<file path="config.mk">
export PLATFORM = sky130hd
export DESIGN_NAME = luma_psnr_meter_unit
export DESIGN_NICKNAME = d
export VERILOG_FILES = /design/src/sv/lpm_pkg.sv /design/src/sv/luma_psnr_meter_unit.sv /design/src/sv/lpm_datapath.sv /design/src/sv/lpm_ctrl.sv
export VERILOG_INCLUDE_DIRS = /design/src /design/src/sv
export SDC_FILE = /design/constraint.sdc
export NUM_CORES = 2
export LEC_CHECK = 0
export BUFFER_PORTS_ARGS = -buffer_cell sky130_fd_sc_hd__buf_2
export CAP_MARGIN = 10
export CORE_MARGIN = 8
export CORE_UTILIZATION = 50
export DETAILED_ROUTE_END_ITERATION = 8
export GPL_ROUTABILITY_DRIVEN = 0
export PLACE_DENSITY = 0.63
export SETUP_SLACK_MARGIN = 0.1
export SLEW_MARGIN = 20
export SYNTH_ARGS = -nofsm -noshare
export SYNTH_HDL_FRONTEND = slang
export SYNTH_SLANG_ARGS = --single-unit
</file>
<file path="constraint.sdc">
create_clock -name aclk -period 10.98 [get_ports aclk]
set_input_delay 1.098 -clock aclk [delete_from_list [all_inputs] [get_ports aclk]]
set_output_delay 1.098 -clock aclk [all_outputs]
set_load 0.01 [all_outputs]
</file>
<file path="src/sv/assert_macros.svh">
// Assertion macros shared by the RTL files of the luma PSNR meter.
`ifndef ASSERT_MACROS_SVH
`define ASSERT_MACROS_SVH

`ifndef ASSERT_OFF

// Property that must hold at every clock edge outside reset.
`define ASSERT_ALWAYS(lbl, clk, rstn, prop, msg) \
    lbl: assert property (@(posedge clk) disable iff (!rstn) (prop)) else $error(msg);

// Same-cycle implication.
`define ASSERT_IMPL(lbl, clk, rstn, ante, cons, msg) \
    lbl: assert property (@(posedge clk) disable iff (!rstn) (ante) |-> (cons)) else $error(msg);

// Next-cycle implication.
`define ASSERT_NEXT(lbl, clk, rstn, ante, cons, msg) \
    lbl: assert property (@(posedge clk) disable iff (!rstn) (ante) |=> (cons)) else $error(msg);

`else

`define ASSERT_ALWAYS(lbl, clk, rstn, prop, msg)
`define ASSERT_IMPL(lbl, clk, rstn, ante, cons, msg)
`define ASSERT_NEXT(lbl, clk, rstn, ante, cons, msg)

`endif

`endif

</file>
<file path="src/sv/lpm_pkg.sv">
// Types and constants shared by the luma PSNR meter modules.
package lpm_pkg;

    // Frame geometry
    localparam int MAX_DIM  = 2048;
    localparam int DIM_W    = 12;
    localparam int EFF_W    = $clog2(MAX_DIM) + 1;
    localparam int CNT_W    = 2 * $clog2(MAX_DIM) + 1;

    // Sample and result widths
    localparam int PIX_W    = 8;
    localparam int SQ_W     = 2 * PIX_W;
    localparam int ACC_W    = 38;
    localparam int PSNR_W   = 16;

    // Log2 unit: operand wide enough for the error sum and for 65025 * N
    localparam int PEAK_W    = 2 * PIX_W + 2 * $clog2(MAX_DIM);
    localparam int LOGX_W    = (ACC_W > PEAK_W) ? ACC_W : PEAK_W;
    localparam int POS_W     = $clog2(LOGX_W);
    localparam int FRAC_W    = 8;
    localparam int LOG_W     = POS_W + FRAC_W;
    localparam int MANT_W    = 31;
    localparam int NORM_STEPS = POS_W;
    localparam int STEP_W    = 3;
    localparam int NORM_TOP  = 1 << (POS_W - 1);

    // Fixed-point constants: 255^2 and 10*log10(2) in Q.8
    localparam int PEAK_SQ      = 65025;
    localparam int DB_PER_LOG2  = 771;
    localparam int DB_W         = 10;

    // Configuration port
    localparam int CFG_IDX_W = 2;
    localparam logic [CFG_IDX_W-1:0] CFG_FRAME_WIDTH  = 2'd0;
    localparam logic [CFG_IDX_W-1:0] CFG_FRAME_HEIGHT = 2'd1;
    localparam logic [DIM_W-1:0] WIDTH_RESET  = 12'd1920;
    localparam logic [DIM_W-1:0] HEIGHT_RESET = 12'd1080;

    // Controller states
    typedef enum logic [2:0] {
        ST_ACC,
        ST_START,
        ST_NORM,
        ST_MANT,
        ST_SQR,
        ST_NEXT,
        ST_FINAL
    } state_t;

    // Controller to datapath
    typedef struct packed {
        logic              take_pixel;
        logic              load_peak;
        logic              load_sse;
        logic              norm_step;
        logic [STEP_W-1:0] norm_sel;
        logic              load_mant;
        logic              sq_step;
        logic              finish;
    } ctl_cmd_t;

    // Datapath to controller
    typedef struct packed {
        logic frame_end;
        logic sse_zero;
        logic out_free;
    } dp_status_t;

endpackage

</file>
<file path="src/sv/luma_psnr_meter_unit.sv">
// Top level of the luma PSNR meter: controller, datapath and assertions.
//
// Usage: reference and test luma samples arrive as one transaction per pixel on
// the s_axis channel (tdata bits 7:0 reference, 15:8 test). The block sums the
// squared differences; when the pixel count reaches frame_width * frame_height
// (dimensions of 0 count as 1, above 2048 as 2048) one result leaves on m_axis.
// Frame dimensions are written through the cfg channel (index 0 width, index 1
// height) while no frame is in progress; other indexes are ignored.
// Throughput: one pixel per cycle inside a frame. After the last pixel the
// block drops s_axis_tready while the shared log2 unit evaluates log2(65025*N)
// and log2(sse), 6 normalize and 8 squaring steps each, one 31x31 multiplier
// step per cycle; a zero error sum skips both. The result sits in an output
// register; the next frame is taken while it waits, and a stalled receiver
// only holds the block at the end of that next frame. Reset (aresetn low,
// synchronous) clears the accumulator, pixel count and output valid, and sets
// the dimensions to 1920 x 1080.
`include "assert_macros.svh"

module luma_psnr_meter_unit (
    input  logic                          aclk,
    input  logic                          aresetn,
    // configuration writes
    input  logic                          cfg_valid,
    output logic                          cfg_ready,
    input  logic [lpm_pkg::CFG_IDX_W-1:0] cfg_index,
    input  logic [lpm_pkg::DIM_W-1:0]     cfg_data,
    // pixel pairs
    input  logic                          s_axis_tvalid,
    output logic                          s_axis_tready,
    input  logic [15:0]                   s_axis_tdata,  // ref_pixel, test_pixel
    // frame results
    output logic                          m_axis_tvalid,
    input  logic                          m_axis_tready,
    output logic [55:0]                   m_axis_tdata,  // psnr_db_q8, error_sum, zero pad
    output logic                          m_axis_tuser   // perfect_match
);

    lpm_pkg::ctl_cmd_t   ctl_cmd;
    lpm_pkg::dp_status_t dp_status;

    logic [lpm_pkg::PSNR_W-1:0] psnr_db_q8;
    logic [lpm_pkg::ACC_W-1:0]  error_sum;

    assign cfg_ready = 1'b1;

    lpm_ctrl u_ctrl (
        .aclk     (aclk),
        .aresetn  (aresetn),
        .s_tvalid (s_axis_tvalid),
        .s_tready (s_axis_tready),
        .status   (dp_status),
        .cmd      (ctl_cmd)
    );

    lpm_datapath u_datapath (
        .aclk          (aclk),
        .aresetn       (aresetn),
        .cfg_valid     (cfg_valid),
        .cfg_index     (cfg_index),
        .cfg_data      (cfg_data),
        .ref_pixel     (s_axis_tdata[7:0]),
        .test_pixel    (s_axis_tdata[15:8]),
        .cmd           (ctl_cmd),
        .status        (dp_status),
        .m_tready      (m_axis_tready),
        .m_tvalid      (m_axis_tvalid),
        .psnr_db_q8    (psnr_db_q8),
        .error_sum     (error_sum),
        .perfect_match (m_axis_tuser)
    );

    assign m_axis_tdata = {2'b00, error_sum, psnr_db_q8};

    // Assertions
    `ASSERT_IMPL(a_finish_out_free, aclk, aresetn, ctl_cmd.finish, (!m_axis_tvalid || m_axis_tready), "result loaded over a pending transaction")
    `ASSERT_IMPL(a_no_pixel_in_log, aclk, aresetn, (ctl_cmd.sq_step || ctl_cmd.norm_step), !s_axis_tready, "pixel taken while log unit busy")
    `ASSERT_NEXT(a_finish_valid, aclk, aresetn, ctl_cmd.finish, m_axis_tvalid, "finished result not presented")
    `ASSERT_IMPL(a_perfect_psnr, aclk, aresetn, (m_axis_tvalid && m_axis_tuser), ((m_axis_tdata[15:0] == 16'hFFFF) && (m_axis_tdata[53:16] == 38'd0)), "perfect match with nonzero error")

endmodule

</file>
<file path="src/sv/lpm_datapath.sv">
// Datapath: config registers, error accumulator, shared log2 unit, output register.
module lpm_datapath (
    input  logic                        aclk,
    input  logic                        aresetn,
    input  logic                        cfg_valid,
    input  logic [lpm_pkg::CFG_IDX_W-1:0] cfg_index,
    input  logic [lpm_pkg::DIM_W-1:0]   cfg_data,
    input  logic [lpm_pkg::PIX_W-1:0]   ref_pixel,
    input  logic [lpm_pkg::PIX_W-1:0]   test_pixel,
    input  lpm_pkg::ctl_cmd_t           cmd,
    output lpm_pkg::dp_status_t         status,
    input  logic                        m_tready,
    output logic                        m_tvalid,
    output logic [lpm_pkg::PSNR_W-1:0]  psnr_db_q8,
    output logic [lpm_pkg::ACC_W-1:0]   error_sum,
    output logic                        perfect_match
);

    // Configuration registers
    logic [lpm_pkg::DIM_W-1:0] width_reg, height_reg;

    always_ff @(posedge aclk) begin
        if (!aresetn) begin
            width_reg  <= lpm_pkg::WIDTH_RESET;
            height_reg <= lpm_pkg::HEIGHT_RESET;
        end else if (cfg_valid) begin
            unique case (cfg_index)
                lpm_pkg::CFG_FRAME_WIDTH:  width_reg  <= cfg_data;
                lpm_pkg::CFG_FRAME_HEIGHT: height_reg <= cfg_data;
                default: ;
            endcase
        end
    end

    // Effective dimensions and frame size
    logic [lpm_pkg::EFF_W-1:0]   eff_w, eff_h;
    logic [2*lpm_pkg::EFF_W-1:0] n_full;
    logic [lpm_pkg::CNT_W-1:0]   frame_n;

    always_comb begin
        if (width_reg == '0)
            eff_w = lpm_pkg::EFF_W'(1);
        else if (32'(width_reg) > lpm_pkg::MAX_DIM)
            eff_w = lpm_pkg::EFF_W'(lpm_pkg::MAX_DIM);
        else
            eff_w = lpm_pkg::EFF_W'(width_reg);
        if (height_reg == '0)
            eff_h = lpm_pkg::EFF_W'(1);
        else if (32'(height_reg) > lpm_pkg::MAX_DIM)
            eff_h = lpm_pkg::EFF_W'(lpm_pkg::MAX_DIM);
        else
            eff_h = lpm_pkg::EFF_W'(height_reg);
        n_full  = eff_w * eff_h;
        frame_n = n_full[lpm_pkg::CNT_W-1:0];
    end

    // Squared error and saturating accumulate
    logic [lpm_pkg::PIX_W-1:0] diff;
    logic [lpm_pkg::SQ_W-1:0]  sq;
    logic [lpm_pkg::ACC_W:0]   acc_sum;
    logic [lpm_pkg::ACC_W-1:0] acc_sat;
    logic [lpm_pkg::CNT_W-1:0] cnt_inc;
    logic                      frame_end;

    logic [lpm_pkg::ACC_W-1:0] acc_reg, acc_next;
    logic [lpm_pkg::CNT_W-1:0] cnt_reg, cnt_next;

    always_comb begin
        diff    = (ref_pixel > test_pixel) ? ref_pixel - test_pixel : test_pixel - ref_pixel;
        sq      = diff * diff;
        acc_sum = {1'b0, acc_reg} + (lpm_pkg::ACC_W + 1)'(sq);
        acc_sat = acc_sum[lpm_pkg::ACC_W] ? '1 : acc_sum[lpm_pkg::ACC_W-1:0];
        cnt_inc = cnt_reg + lpm_pkg::CNT_W'(1);
        frame_end = (cnt_inc >= frame_n);
        acc_next = acc_reg;
        cnt_next = cnt_reg;
        if (cmd.take_pixel) begin
            if (frame_end) begin
                acc_next = '0;
                cnt_next = '0;
            end else begin
                acc_next = acc_sat;
                cnt_next = cnt_inc;
            end
        end
    end

    always_ff @(posedge aclk) begin
        if (!aresetn) begin
            acc_reg <= '0;
            cnt_reg <= '0;
        end else begin
            acc_reg <= acc_next;
            cnt_reg <= cnt_next;
        end
    end

    // Frame capture: error sum and frame size at the last pixel
    logic [lpm_pkg::ACC_W-1:0] sse_reg;
    logic [lpm_pkg::CNT_W-1:0] n_cap_reg;
    logic                      sse_zero;

    always_ff @(posedge aclk) begin
        if (cmd.take_pixel && frame_end) begin
            sse_reg   <= acc_sat;
            n_cap_reg <= frame_n;
        end
    end

    assign sse_zero = (sse_reg == '0);

    // Log2 unit: normalize by binary search, then square the mantissa
    logic [lpm_pkg::LOGX_W-1:0]         x_reg;
    logic [lpm_pkg::POS_W-1:0]          p_reg;
    logic [lpm_pkg::MANT_W-1:0]         m_reg;
    logic [lpm_pkg::FRAC_W-1:0]         frac_reg;
    logic [lpm_pkg::LOG_W-1:0]          lp_reg;
    logic [lpm_pkg::LOGX_W-1:0]         peak_prod;
    logic [lpm_pkg::POS_W:0]            norm_k;
    logic [lpm_pkg::LOGX_W-1:0]         x_shl;
    logic                               no_loss;
    logic [2*lpm_pkg::MANT_W-1:0]       sq_full;
    logic [lpm_pkg::MANT_W:0]           sq_shr;

    always_comb begin
        peak_prod = lpm_pkg::LOGX_W'(lpm_pkg::PEAK_SQ) * lpm_pkg::LOGX_W'(n_cap_reg);
        norm_k    = (lpm_pkg::POS_W + 1)'(lpm_pkg::NORM_TOP) >> cmd.norm_sel;
        x_shl     = x_reg << norm_k;
        no_loss   = ((x_shl >> norm_k) == x_reg);
        sq_full   = m_reg * m_reg;
        sq_shr    = sq_full[2*lpm_pkg::MANT_W-1:lpm_pkg::MANT_W-1];
    end

    always_ff @(posedge aclk) begin
        if (cmd.load_peak) begin
            x_reg <= peak_prod;
            p_reg <= lpm_pkg::POS_W'(lpm_pkg::LOGX_W - 1);
        end else if (cmd.load_sse) begin
            x_reg  <= lpm_pkg::LOGX_W'(sse_reg);
            p_reg  <= lpm_pkg::POS_W'(lpm_pkg::LOGX_W - 1);
            lp_reg <= {p_reg, frac_reg};
        end else if (cmd.norm_step && no_loss) begin
            x_reg <= x_shl;
            p_reg <= p_reg - norm_k[lpm_pkg::POS_W-1:0];
        end
        if (cmd.load_mant) begin
            m_reg    <= x_reg[lpm_pkg::LOGX_W-1 -: lpm_pkg::MANT_W];
            frac_reg <= '0;
        end else if (cmd.sq_step) begin
            // A square at or above 2.0 yields a one bit and is halved
            if (sq_shr[lpm_pkg::MANT_W]) begin
                m_reg    <= sq_shr[lpm_pkg::MANT_W:1];
                frac_reg <= {frac_reg[lpm_pkg::FRAC_W-2:0], 1'b1};
            end else begin
                m_reg    <= sq_shr[lpm_pkg::MANT_W-1:0];
                frac_reg <= {frac_reg[lpm_pkg::FRAC_W-2:0], 1'b0};
            end
        end
    end

    // PSNR = (L(peak*N) - L(sse)) * 771 >> 8
    logic [lpm_pkg::LOG_W-1:0]            le;
    logic [lpm_pkg::LOG_W-1:0]            log_diff;
    logic [lpm_pkg::LOG_W+lpm_pkg::DB_W-1:0] db_prod;
    logic [lpm_pkg::PSNR_W-1:0]           psnr_calc;

    always_comb begin
        le       = {p_reg, frac_reg};
        log_diff = (lp_reg > le) ? lp_reg - le : '0;
        db_prod  = log_diff * lpm_pkg::DB_W'(lpm_pkg::DB_PER_LOG2);
        if (db_prod[lpm_pkg::LOG_W+lpm_pkg::DB_W-1:lpm_pkg::FRAC_W] > {lpm_pkg::PSNR_W{1'b1}})
            psnr_calc = '1;
        else
            psnr_calc = lpm_pkg::PSNR_W'(db_prod >> lpm_pkg::FRAC_W);
    end

    // Output register
    logic                       out_valid_reg;
    logic                       out_free;
    logic [lpm_pkg::PSNR_W-1:0] psnr_reg;
    logic [lpm_pkg::ACC_W-1:0]  sum_reg;
    logic                       match_reg;

    always_ff @(posedge aclk) begin
        if (!aresetn) begin
            out_valid_reg <= 1'b0;
        end else if (cmd.finish) begin
            out_valid_reg <= 1'b1;
        end else if (m_tready) begin
            out_valid_reg <= 1'b0;
        end
    end

    always_ff @(posedge aclk) begin
        if (cmd.finish) begin
            sum_reg   <= sse_reg;
            match_reg <= sse_zero;
            psnr_reg  <= sse_zero ? '1 : psnr_calc;
        end
    end

    assign m_tvalid      = out_valid_reg;
    assign psnr_db_q8    = psnr_reg;
    assign error_sum     = sum_reg;
    assign perfect_match = match_reg;
    assign out_free      = !out_valid_reg || m_tready;

    // Status to the controller, in field order frame_end, sse_zero, out_free
    assign status = {frame_end, sse_zero, out_free};

endmodule

</file>
<file path="src/sv/lpm_ctrl.sv">
// Controller: frame accumulation and sequencing of the two log2 evaluations.
module lpm_ctrl (
    input  logic                aclk,
    input  logic                aresetn,
    input  logic                s_tvalid,
    output logic                s_tready,
    input  lpm_pkg::dp_status_t status,
    output lpm_pkg::ctl_cmd_t   cmd
);

    lpm_pkg::state_t state_reg, state_next;
    logic [lpm_pkg::STEP_W-1:0] step_reg, step_next;
    logic second_reg, second_next;

    // State register
    always_ff @(posedge aclk) begin
        if (!aresetn) begin
            state_reg  <= lpm_pkg::ST_ACC;
            step_reg   <= '0;
            second_reg <= 1'b0;
        end else begin
            state_reg  <= state_next;
            step_reg   <= step_next;
            second_reg <= second_next;
        end
    end

    // Next state and commands
    always_comb begin
        state_next  = state_reg;
        step_next   = step_reg;
        second_next = second_reg;
        cmd         = '0;
        cmd.norm_sel = step_reg;
        s_tready    = 1'b0;
        unique case (state_reg)
            lpm_pkg::ST_ACC: begin
                s_tready = 1'b1;
                cmd.take_pixel = s_tvalid;
                if (s_tvalid && status.frame_end)
                    state_next = lpm_pkg::ST_START;
            end
            lpm_pkg::ST_START: begin
                step_next   = '0;
                second_next = 1'b0;
                if (status.sse_zero) begin
                    state_next = lpm_pkg::ST_FINAL;
                end else begin
                    cmd.load_peak = 1'b1;
                    state_next    = lpm_pkg::ST_NORM;
                end
            end
            lpm_pkg::ST_NORM: begin
                cmd.norm_step = 1'b1;
                if (step_reg == lpm_pkg::STEP_W'(lpm_pkg::NORM_STEPS - 1)) begin
                    step_next  = '0;
                    state_next = lpm_pkg::ST_MANT;
                end else begin
                    step_next = step_reg + lpm_pkg::STEP_W'(1);
                end
            end
            lpm_pkg::ST_MANT: begin
                cmd.load_mant = 1'b1;
                state_next    = lpm_pkg::ST_SQR;
            end
            lpm_pkg::ST_SQR: begin
                cmd.sq_step = 1'b1;
                if (step_reg == lpm_pkg::STEP_W'(lpm_pkg::FRAC_W - 1)) begin
                    step_next  = '0;
                    state_next = second_reg ? lpm_pkg::ST_FINAL : lpm_pkg::ST_NEXT;
                end else begin
                    step_next = step_reg + lpm_pkg::STEP_W'(1);
                end
            end
            lpm_pkg::ST_NEXT: begin
                // Keep the peak log and start on the error sum
                cmd.load_sse = 1'b1;
                second_next  = 1'b1;
                state_next   = lpm_pkg::ST_NORM;
            end
            lpm_pkg::ST_FINAL: begin
                if (status.out_free) begin
                    cmd.finish = 1'b1;
                    state_next = lpm_pkg::ST_ACC;
                end
            end
            default: state_next = lpm_pkg::ST_ACC;
        endcase
    end

endmodule

</file>
==> flow_summary_export.csv <==
group,metric,value,unit
floorplan,die_h,362,µm
final_layout,area_delta_synth_final,5.29,%
clocking,cts_tree,"built",
clocking,cts-root-buf,"clkbuf_16",
synth,synthFlopType,"edfxtp_1",
placed_design,dp_cells,8089,
worst_setup_path,worstPathRequired,11.29,ns
synth,synth_top_cell_by_area,"fa_1",
clocking,clockBufferDepth,3,
clocking,cts_resized,0,
synth,ys_seq_area_frac,0.136,
worst_hold_path,hold_end,"u_datapath.lp_reg[8]$_DFFE_PP_",
worst_setup_path,critPathKind,"register to register",
routing,via_count,47394,
global_route,grt_pass1_wl,280,mm
pwr,pwr_density_cell,88.1,nW/µm²
worst_setup_path,crit_buf_inv,5,
floorplan,start_util,0.502,
sta,rsz0062_at_grt,"false",
worst_setup_path,startpoint_type,"register",
synth,synthArstFlopShare,0,
final_layout,num-nets-final,8160,
sta,maxSlewHeadroom,0.156,
sta,setup_violations,0,
synth,yosys.cell_types.count,117,
global_route,track_usage,0.271,
floorplan,die_w,362,µm
sta,period_minus_slack,10.03,ns
floorplan,dieArea,131000,µm²
pwr,leakagePower,30.9,nW
routing,drt-pass1-iter-count,9,
clocking,postCtsSetupRepairBufs,0,
global_route,antenna_found_initial,3,
worst_setup_path,end_kind,"register",
clocking,cts_hold_buf,0,
synth,synth_edf_count,199,
worst_hold_path,hp-start,"u_datapath.p_reg[0]$_SDFFE_PP1P_",
global_route,grt_pass1_vias,49436,
job,max_cap_violations,0,
synth,yosys-top-cells-area,"fa_1 (33%), ha_1 (13%), edfxtp_1 (10%)",
synth,netlist_instances,6578,
global_route,grt_overflow,0,
worst_setup_path,worst_r2r_startpoint,"u_datapath.m_reg[16]$_DFFE_PN_",
clocking,cts_buffers,36,
outcome,violations,"design-rule violations",
clocking,clk_pin_slew_worst_paths,0.06,ns
routing,drt-initial-drc-count,4907,
final_layout,layout-drive-gt1-share,0.0572,
final_layout,n_antenna_cell,0,
worst_setup_path,timing.rr.end,"u_datapath.m_reg[9]$_DFFE_PN_",
routing,drcViolationCount,195,
floorplan,ios,95,
routing,viasPerCell,5.81,
sta,fin_crit_sh,0.914,
worst_setup_path,cpMostUsedCell,"fa_1",
floorplan,rows,127,
sta,hold_viol,0,
clocking,clkSinkCount,306,
worst_setup_path,cpMaxStageDelayCell,"edfxtp_1",
sta,max_clock_freq,99.7,MHz
worst_setup_path,reg2reg_depth,28,
clocking,htree_levels,2,
synth,synth_warnings,0,
outcome,status,"finished, violations left",
synth,ys_top_cells_by_count,"inv_1 (1397), fa_1 (999), nand2_1 (639), ha_1 (611), nor2_1 (344)",
sta,finalSetupTns,0,ns
pwr,peakVddDrop,408,µV
worst_hold_path,hp-class,"register to register",
synth,synth_top_cell_area_share,0.334,
routing,ant_nets,0,
worst_setup_path,regToRegSetupSlack,0.95,ns
pwr,power,0.00555,W
sta,tightest_slew,1.26,ns
synth,synth_seq_cells,306,
worst_setup_path,cp_top_family,"adder cells",
synth,synth.most_common_cell,"inv_1",
worst_setup_path,slowest_delay,1.08,ns
global_route,grt_max_degree,65,
routing,wl_per_cell,22.0,µm
placed_design,io_buffer_count,91,
sta,skew,0.0609,ns
synth,synthesis.area,59900,µm²
worst_setup_path,crit_arrival,10.35,ns
worst_hold_path,min_delay_path_depth,0,
synth,syn_avg_cell_area,9.10,µm²
floorplan,core-area,119000,µm²
worst_setup_path,path_max_fanout,27,
placed_design,hpwl,140,mm
sta,slew_violations,0,
final_layout,fin_cells,8154,
clocking,clock_latency,0.61,ns
routing,drt_wl_total,179,mm
## metrics by stage
stage,worst slack (ns),cell area [µm²],util,hold WS (ns)
floorplan,1.47,59900,-,0.431
global placement,1.10,61800,0.518,0.442
detailed placement,1.03,61800,0.518,0.448
CTS,1.03,63000,0.528,0.465
global route,0.511,63000,0.528,0.478
finish,0.947,63000,0.528,0.466
## cell type report
class	count	area [µm²]
Timing Repair Buffer	189	1190
Sequential cell	306	8120
Fill cell	11071	56300
Inverter	1408	5290
Multi-Input combinational cell	4574	45200
Clock buffer	43	968
Clock inverter	22	219
Tap cell	1612	2020
## worst max-delay path by stage
stage,from,end,slack [ns],depth (start not counted)
6_report,u_datapath.m_reg[16]$_DFFE_PN_,u_datapath.m_reg[9]$_DFFE_PN_,0.95,28
5_1_grt,u_datapath.m_reg[16]$_DFFE_PN_,u_datapath.m_reg[21]$_DFFE_PN_,0.51,28
4_1_cts,u_datapath.m_reg[16]$_DFFE_PN_,u_datapath.m_reg[9]$_DFFE_PN_,1.03,28
3_5_place_dp,u_datapath.m_reg[16]$_DFFE_PN_,u_datapath.m_reg[9]$_DFFE_PN_,1.03,28
3_3_place_gp,u_datapath.m_reg[16]$_DFFE_PN_,u_datapath.m_reg[5]$_DFFE_PN_,1.10,28
2_1_floorplan,u_datapath.height_reg[9]$_SDFFE_PN0P_,u_datapath.n_cap_reg[0]$_DFFE_PP_,1.47,31
## cells in the final DEF, fill, tap and decap left out, drive strengths merged, types with 29 or more instances in the layout
| cell type | synthesis | final |
|---|---|---|
| a211oi | 43 | 43 |
| a21boi | 35 | 35 |
| a21o | 58 | 58 |
| a21oi | 244 | 244 |
| a31oi | 39 | 39 |
| and2 | 219 | 219 |
| and3 | 40 | 40 |
| buf | 71 | 189 |
| clkbuf | 220 | 43 |
| dfxtp | 107 | 107 |
| edfxtp | 199 | 199 |
| fa | 999 | 999 |
| ha | 611 | 611 |
| inv | 1400 | 1404 |
| mux2i | 52 | 52 |
| nand2 | 640 | 640 |
| nand2b | 49 | 49 |
| nand3 | 91 | 91 |
| nand4 | 31 | 31 |
| nor2 | 346 | 346 |
| nor2b | 60 | 60 |
| nor3 | 64 | 64 |
| o211ai | 30 | 30 |
| o21a | 33 | 33 |
| o21ai | 200 | 200 |
| o221ai | 29 | 29 |
| o22ai | 32 | 32 |
| xnor2 | 111 | 111 |
| xor2 | 68 | 68 |
## cells by family after synthesis
group,after synthesis,synth area share
xor gates and xnor gates,179,0.0265
DFF,306,0.136
adders and majority gates,1610,0.462
other,2,0.000125
buffers and inverters,1699,0.110
muxes,78,0.0138
and+or+nand+nor,1680,0.134
AOI/OAI and AO/OA,1024,0.117
## power by group
group | total [W] | switching (W) | internal [W]
Clock | 0.00125 | 0.000563 | 0.000690
Sequential | 0.00143 | 0.0000276 | 0.00140
Combinational | 0.00287 | 0.00164 | 0.00123
## routing by layer
metal,vias to the layer above,share of wire,global-route usage
met1,23517,0.40,0.347
li1,21029,-,-
met3,669,0.086,0.0618
met5,-,0.0010,0.00666
met2,2173,0.46,0.446
met4,6,0.052,0.108
No activity file was read; power rests on OpenSTA's default activity.
